### config.mk
export PLATFORM = sky130hd
export DESIGN_NAME = pgtm_ctrl
export DESIGN_NICKNAME = d
export VERILOG_FILES = /design/src/rtl/pgtm_pkg.sv /design/src/rtl/pgtm_ctrl.sv
export SDC_FILE = /design/constraint.sdc
export NUM_CORES = 1
export LEC_CHECK = 0
export ABC_CLOCK_PERIOD_IN_PS = 5700
export BUFFER_PORTS_ARGS = -buffer_cell sky130_fd_sc_hd__buf_4
export CORE_UTILIZATION = 52
export DETAILED_ROUTE_END_ITERATION = 6
export PLACE_DENSITY = 0.9
export SLEW_MARGIN = 20
export SYNTH_ARGS = -nofsm -noshare
export SYNTH_HDL_FRONTEND = slang
export SYNTH_SLANG_ARGS = --single-unit
### constraint.sdc
create_clock -name clk_i -period 5.7 [get_ports clk_i]
set_input_delay 0.285 -clock clk_i [delete_from_list [all_inputs] [get_ports clk_i]]
set_output_delay 0.285 -clock clk_i [all_outputs]
set_load 0.005 [all_outputs]
### src/rtl/pgtm_pkg.sv
package pgtm_pkg;

  localparam int unsigned TABLE_PAGES_DEF = 64;

  localparam int unsigned IDX_W     = 9;
  localparam int unsigned OFFS_W    = 12;
  localparam int unsigned VA_W      = 64;
  localparam int unsigned PA_W      = 64;
  localparam int unsigned FLAGS_W   = 8;
  localparam int unsigned CMD_W     = 2;
  localparam int unsigned STATUS_W  = 3;
  localparam int unsigned BASE_W    = 52;
  localparam int unsigned PFN_W     = BASE_W - OFFS_W;
  localparam int unsigned REL_W     = 52;
  localparam int unsigned CFG_IDX_W = 1;

  localparam logic [CFG_IDX_W-1:0] CFG_ENABLED    = 1'b0;
  localparam logic [CFG_IDX_W-1:0] CFG_TABLE_BASE = 1'b1;

  typedef enum logic [CMD_W-1:0] {
    OP_MAP   = 2'd0,
    OP_UNMAP = 2'd1,
    OP_XLATE = 2'd2,
    OP_BAD   = 2'd3
  } op_e;

  typedef enum logic [STATUS_W-1:0] {
    ST_OK     = 3'd0,
    ST_NOTSUP = 3'd1,
    ST_INVAL  = 3'd2,
    ST_NOENT  = 3'd3,
    ST_BUSY   = 3'd4,
    ST_NOMEM  = 3'd5
  } status_e;

  // stored table entry; of the bits the block never sets, only huge is kept
  typedef struct packed {
    logic [PFN_W-1:0] addr;
    logic             huge;
    logic             user;
    logic             writable;
    logic             present;
  } entry_t;

  typedef struct packed {
    logic    latch;
    logic    rd;
    logic    wr_leaf;
    logic    sweep;
    logic    sweep_page;
    logic    sweep_init;
    logic    link;
    logic    desc_fast;
    logic    mod_start;
    logic    desc_slow;
    logic    out_load;
    status_e out_status;
  } cmd_t;

  typedef struct packed {
    status_e chk_status;
    op_e     op;
    logic    present;
    logic    huge;
    logic    leaf;
    logic    pool_full;
    logic    fast_ok;
    logic    mod_done;
    logic    sweep_last_all;
    logic    sweep_last_page;
    logic    out_free;
  } sts_t;

endpackage

### src/rtl/pgtm_ctrl.sv
module pgtm_ctrl import pgtm_pkg::*; (
  input  logic clk_i,
  input  logic rst_ni,
  input  logic in_valid_i,
  output logic in_ready_o,
  input  sts_t sts_i,
  output cmd_t cmd_o
);

  typedef enum logic [8:0] {
    S_CLEAR = 9'b000000001,
    S_IDLE  = 9'b000000010,
    S_CHECK = 9'b000000100,
    S_EVAL  = 9'b000001000,
    S_READ  = 9'b000010000,
    S_DESC  = 9'b000100000,
    S_SWEEP = 9'b001000000,
    S_LINK  = 9'b010000000,
    S_DONE  = 9'b100000000
  } state_e;

  state_e  state_q, state_d;
  status_e status_q, status_d;

  always_comb begin
    state_d          = state_q;
    status_d         = status_q;
    cmd_o            = '0;
    cmd_o.out_status = status_q;
    in_ready_o       = 1'b0;
    case (state_q)
      S_CLEAR: begin
        cmd_o.sweep = 1'b1;
        if (sts_i.sweep_last_all) begin
          state_d = S_IDLE;
        end
      end
      S_IDLE: begin
        in_ready_o = 1'b1;
        if (in_valid_i) begin
          cmd_o.latch = 1'b1;
          state_d     = S_CHECK;
        end
      end
      S_CHECK: begin
        if (sts_i.chk_status != ST_OK) begin
          status_d = sts_i.chk_status;
          state_d  = S_DONE;
        end else begin
          cmd_o.rd = 1'b1;
          state_d  = S_EVAL;
        end
      end
      S_EVAL: begin
        if (!sts_i.leaf) begin
          if (!sts_i.present) begin
            if (sts_i.op != OP_MAP) begin
              status_d = ST_NOENT;
              state_d  = S_DONE;
            end else if (sts_i.pool_full) begin
              status_d = ST_NOMEM;
              state_d  = S_DONE;
            end else begin
              cmd_o.sweep_init = 1'b1;
              state_d          = S_SWEEP;
            end
          end else if (sts_i.huge) begin
            status_d = ST_BUSY;
            state_d  = S_DONE;
          end else if (sts_i.fast_ok) begin
            cmd_o.desc_fast = 1'b1;
            state_d         = S_READ;
          end else begin
            cmd_o.mod_start = 1'b1;
            state_d         = S_DESC;
          end
        end else begin
          state_d = S_DONE;
          case (sts_i.op)
            OP_MAP: begin
              if (sts_i.present) begin
                status_d = ST_BUSY;
              end else begin
                cmd_o.wr_leaf = 1'b1;
                status_d      = ST_OK;
              end
            end
            OP_UNMAP: begin
              if (!sts_i.present) begin
                status_d = ST_NOENT;
              end else begin
                cmd_o.wr_leaf = 1'b1;
                status_d      = ST_OK;
              end
            end
            default: begin
              status_d = sts_i.present ? ST_OK : ST_NOENT;
            end
          endcase
        end
      end
      S_READ: begin
        cmd_o.rd = 1'b1;
        state_d  = S_EVAL;
      end
      S_DESC: begin
        if (sts_i.mod_done) begin
          cmd_o.desc_slow = 1'b1;
          state_d         = S_READ;
        end
      end
      S_SWEEP: begin
        cmd_o.sweep      = 1'b1;
        cmd_o.sweep_page = 1'b1;
        if (sts_i.sweep_last_page) begin
          state_d = S_LINK;
        end
      end
      S_LINK: begin
        // re-read the slot so the new link is walked like any other entry
        cmd_o.link = 1'b1;
        state_d    = S_READ;
      end
      S_DONE: begin
        if (sts_i.out_free) begin
          cmd_o.out_load = 1'b1;
          state_d        = S_IDLE;
        end
      end
      default: begin
        state_d = S_IDLE;
      end
    endcase
  end

  always_ff @(posedge clk_i or negedge rst_ni) begin
    if (!rst_ni) begin
      state_q  <= S_CLEAR;
      status_q <= ST_OK;
    end else begin
      state_q  <= state_d;
      status_q <= status_d;
    end
  end

endmodule

; ---- Word level (Yosys, flattened, before mapping)
; Cells that the tools add are included.
[totals]
register_bits = 12
latchBits = 0
mem_bits_rw = 0
romBits = 0
in_bits = 17
output_inout_bits = 15
wordCells = 78
n_memories = 0
[op_classes]
addsub = 0
multipliers = 0
div = 0
magnitude_cmp = 0
n_eq_ne = 18
shifts = 0
muxes = 51
bitwise_logic = 0
reduce_logical = 7
[ops]
columns = operator, n
row1 = two-way mux 9 bit, 11
row2 = one-hot mux 9 bit (9 select lines), 1
row3 = two-way mux 3 bit, 8
row4 = two-way mux 1 bit, 22
row5 = "inequality test 2 bit, second input constant", 6
row6 = two-way mux 2 bit, 5
row7 = "== test 9 x 1 -> 1 bit, second input constant", 1
row8 = "== test 9 x 2 -> 1 bit, second input constant", 1
row9 = "== test 9 x 3 -> 1 bit, second input constant", 1
row10 = "== test 9 x 4 -> 1 bit, second input constant", 1
row11 = "== test 9 x 5 -> 1 bit, second input constant", 1
row12 = "== test 9 x 6 -> 1 bit, second input constant", 1
row13 = "== test 9 x 7 -> 1 bit, second input constant", 1
row14 = "== test 9 x 8 -> 1 bit, second input constant", 1
row15 = "== test 9 bit, second input constant", 1
row16 = two-way mux 6 bit, 1
row17 = one-hot mux 3 bit (2 select lines), 1
row18 = "inequality test 5 bit, second input constant", 1
row19 = AND reduction 5 bit, 1
row20 = "inequality test 4 bit, second input constant", 1
row21 = one-hot mux 1 bit (2 select lines), 2
row22 = AND reduction 4 bit, 1
row23 = nonzero test 2 bit, 2
row24 = nonzero test 3 bit, 1
row25 = other kinds (3), 3

; ---- Longest topological paths before layout
[depth]
ltp_word = 5
depth_mapped = 6
depth_no_buf = 5

; ---- Worst setup path after synthesis
; OpenSTA, ideal clock, no wires.
[synth_timing]
kind = reg2reg
from = reg state_q[8]
to = reg status_q[0]
setup_time_ns = 0.125
arrival_time_ns = 2.050
slack_ns = 3.525
path_stages_with_launch = 7
path_buffers = 2
period_less_slack_ns = 2.175
cell_sequence = dfrtp_1 buf_6 or4_4 or3_1 buf_6 mux2_4 mux2_2
[synth_between]
elab_chain_len = 3
elab_cells_between_ends = 8
classes_between = eq/ne: 5 / mux: 1 / reduce/logical: 2
[synth_lines]
columns = element, line
row1 = "start, declared", pgtm_ctrl.sv:22  ; state_e state_q, state_d;
row2 = "start signal, assigned", pgtm_ctrl.sv:141  ; state_q <= state_d;
row3 = == test 9 x 4 -> 1 bit / == test 9 x 3 -> 1 bit (equally long branches), pgtm_ctrl.sv:31  ; case (state_q)
row4 = "inequality test 5 bit (no line), or another cell as far along", n/a
row5 = AND reduction 4 bit (no line), n/a
row6 = "end signal, assigned", pgtm_ctrl.sv:142  ; status_q <= status_d;
row7 = "end, declared", pgtm_ctrl.sv:23  ; status_e status_q, status_d;
; Parallel ways exist; a longest one is shown, timed or not.
; A chain may end at the register's enable or synchronous reset.

==> qor_table.md <==
| Quantity | Value |
|---|---|
| Result of the run | complete, but fails checks |
| Violated checks | DRC |
| Area growth syn-to-layout | 28.55% |
| Data arrival time of the critical path | 2320 ps |
| CP Capture Type | output pin |
| Ranking of synthesized cells by area | sky130_fd_sc_hd__dfrtp_1 31%, sky130_fd_sc_hd__nor2_1 6.7%, sky130_fd_sc_hd__mux2_4 5.0% |
| Worst-path clk slew | 80 ps |
| Routed met2 length | 1.044 mm |
| Critical path startpoint category | register |
| Worst min path class | in2reg |
| Setup Skew | 5.584 ps |
| TritonCTS clock tree | yes |
| Dpl hpwl | 1.573 mm |
| Unique cell type count in the Yosys netlist | 39 |
| Commonest non-fill, non-tap cells in the layout | 31 x sky130_fd_sc_hd__buf_4, 16 x sky130_fd_sc_hd__nor2_1, 11 x sky130_fd_sc_hd__dfrtp_1 |
| Number of nets with antenna violations after detailed routing | 0 |
| Max layer used | met4 |
| Pre-CTS WS | 3410 ps |
| TritonCTS Sinks | 12 |
| Mean number of vias per cell | 5.966 |
| Average wire per standard cell | 14.12 um |
| Global-route wire length before repair | 3.684 mm |
| I/O pin total | 32 |
| Synthesized instance count | 103 |
| Post-synthesis average cell area | 8.722 um2 |
| Final critical-path required period | 2607 ps |
| Via count of the first global-routing pass | 881 |
| Layout cells sized above 1 | 33.08% |
| Clock Tree Buf Depth | 2 |
| Area leader, netlist | sky130_fd_sc_hd__dfrtp_1 |
| DRT iter0 DRCs | 31 |
| Die Span Y | 43.57 um |
| Area of the core | 0.001559 mm2 |
| Die Outline Area | 0.001898 mm2 |
| Clock tree root driver cell | sky130_fd_sc_hd__clkbuf_4 |
| Last weighted congestion value of the routability-driven placer | 0.8605 |
| Most common cell after layout, fill and taps aside | sky130_fd_sc_hd__buf_4 |
| Required @ worst endpoint | 5410 ps |
| Pin slew with the least headroom to its limit | 500.9 ps |
| Port buffer count | 31 |
| Portion of the post-synthesis area used by sequential elements | 33.57% |
| Total CTS buffers | 3 |
| Source-to-sink clock delay at the later pin of the worst-skew pair | 290 ps |
| Max-cap violations | 0 |
| Path type of the worst setup path | reg2out |
| Static leakage | 0.5592 nW |
| Number of placement rows | 14 |
| Detailed-route DRC error count | 2 |
| Overflow after GRT | 0 |
| Antenna diode instance count | 0 |
| Setup TNS Final | 0 ps |
| RSZ-0062 raised after global routing | false |
| Final number of hold-violating endpoints | 0 |
| Initial antenna violation count | 0 |
| Post-synthesis instance area | 898.4 um2 |
| Count of vias placed by the detailed router | 889 |
| Largest fanout on the critical path | 9 |
| Starting utilization of the core area | 57.62% |
| Total routed wire length on the met1 layer | 923 um |
| CP cell instances | or4_4 -> or3_1 -> nor4_1 -> buf_4 |
| Overall fraction of global-route tracks in use | 26.53% |
| Post-route setup slack | 3093 ps |
| Power density of the placed cells | 308.7 mW/mm2 |
| Period utilization | 45.73% |
| Met3 Wirelength | 85 um |
| Largest net degree at the start of global routing | 13 |
| Fmax | 383.6 MHz |
| Detailed-router iteration count before antenna repair | 6 |
| Proportion of netlist area held by the largest area contributor | 30.64% |
| Worst supply voltage drop on vdd | 0.1489 mV |
| Routed wire length | 2.104 mm |
| Net count after synthesis | 120 |
| Layout net count | 151 |
| Max Slew Vio Count | 0 |
| Clock H-tree levels | 1 |
| Overall power consumption | 0.3565 mW |
| Worst slew margin relative to its limit | 66.30% |
| Number of synthesis warnings | 0 |
| Critical Path Slowest Stage Cell | sky130_fd_sc_hd__or4_4 |
| Flip-flop and latch count after synthesis | 12 |
| Slowest stage delay, CP | 580 ps |
| Number of failing setup endpoints in the final timing report | 0 |
| Floorplan die width | 43.57 um |
## worst paths after layout
| path | startpoint | to | slack (ps) | cells past startpoint |
|---|---|---|---|---|
| setup / recovery | state_q[8] | cmd_o[11] | 3090 | 4 |
| hold / removal | sts_i[2] | state_q[0] | 120 | 2 |
| setup reg to reg | state_q[8] | status_q[0] | 3380 | 4 |
| hold reg to reg | status_q[2] | status_q[2] | 520 | 1 |
| max in group asynchronous | rst_ni | state_q[0] | 5100 | 2 |
| min in group asynchronous | rst_ni | state_q[8] | 370 | 2 |
## area by class of cell
type / count / area [um2]
clock buffers: 4 / 36.28
fillers: 122 / 404.1
inverters: 4 / 15.01
multi-input cells: 81 / 539.3
flip-flops and latches: 12 / 301.5
well taps: 16 / 20.02
repair buffers: 32 / 242.7
## sequential cells by signal, summed over array words and instances, names as in the netlist
| signal | cells |
|---|---|
| status_q | 3 |
| state_q | 9 |
## Yosys cell counts (all sizes together)
| library cell | n |
|---|---|
| a211oi | 2 |
| a21oi | 3 |
| a2bb2oi | 1 |
| a32o | 2 |
| and2 | 2 |
| and3 | 2 |
| buf | 4 |
| clkbuf | 2 |
| dfrtp | 11 |
| dfstp | 1 |
| inv | 4 |
| maj3 | 1 |
| mux2 | 6 |
| nand2 | 5 |
| nand2b | 2 |
| nand3 | 1 |
| nand3b | 2 |
| nand4b | 1 |
| nor2 | 16 |
| nor2b | 1 |
| nor3 | 5 |
| nor3b | 5 |
| nor4 | 3 |
| nor4b | 2 |
| o2111ai | 1 |
| o21a | 1 |
| o21ai | 3 |
| o21bai | 2 |
| o22ai | 1 |
| o32ai | 1 |
| or2 | 1 |
| or3 | 2 |
| or4 | 3 |
| xnor2 | 1 |
| xor2 | 3 |
## timing repair
action | CTS | global route
setup buffers | 0 | 0
hold buffers | 1 | 0
resized for setup | 0 | 0
hold endpoints to repair | 11 | 0
## layer usage
metal	vias up	track usage (%)
li1	431	-
met1	426	32.98
met2	27	43.28
met3	5	4.167
met4	0	15.63
met5	-	0
## per-stage QoR
stage / instance area (um2) / util [%] / hold WS [ps] / std cells
final: 1155 / 74.08 / 121.6 / 149
after global routing: 1155 / 74.08 / 122.0 / 149
after CTS: 1155 / 74.08 / 116.7 / 149
after detailed placement: 1109 / 71.11 / 134.2 / 144
after global placement: 1109 / 71.11 / 133.3 / 144
after floorplan: 898.4 / - / -10.59 / 103
## power breakdown
group	switching, mW	internal, mW	leakage, nW
registers	0.0231	0.105	0.154
clock network	0.0312	0.0389	0.0210
logic	0.0730	0.0849	0.384
total	0.127	0.229	0.559
## cells by family (layout without fill, tap and decap cells)
| kind of cell | after synthesis | count (layout) | share of synthesized area [%] |
|---|---|---|---|
| XOR/XNOR | 4 | 4 | 3.900 |
| multiplexers | 6 | 6 | 8.774 |
| AND/OR/NAND/NOR | 53 | 53 | 32.87 |
| flip-flops | 12 | 12 | 33.57 |
| buffers and inverters | 10 | 40 | 6.406 |
| AO/OA/AOI/OAI | 17 | 17 | 13.37 |
| adder cells (fa/ha/maj) | 1 | 1 | 1.114 |
## worst max-delay path, delay by kind of cell (launching register included)
family | cells | cell delay, ps
buffers and inverters | 1 | 160
and+or+nand+nor | 3 | 1410
DFF | 1 | 460
Power figures use the tool's default switching activity.
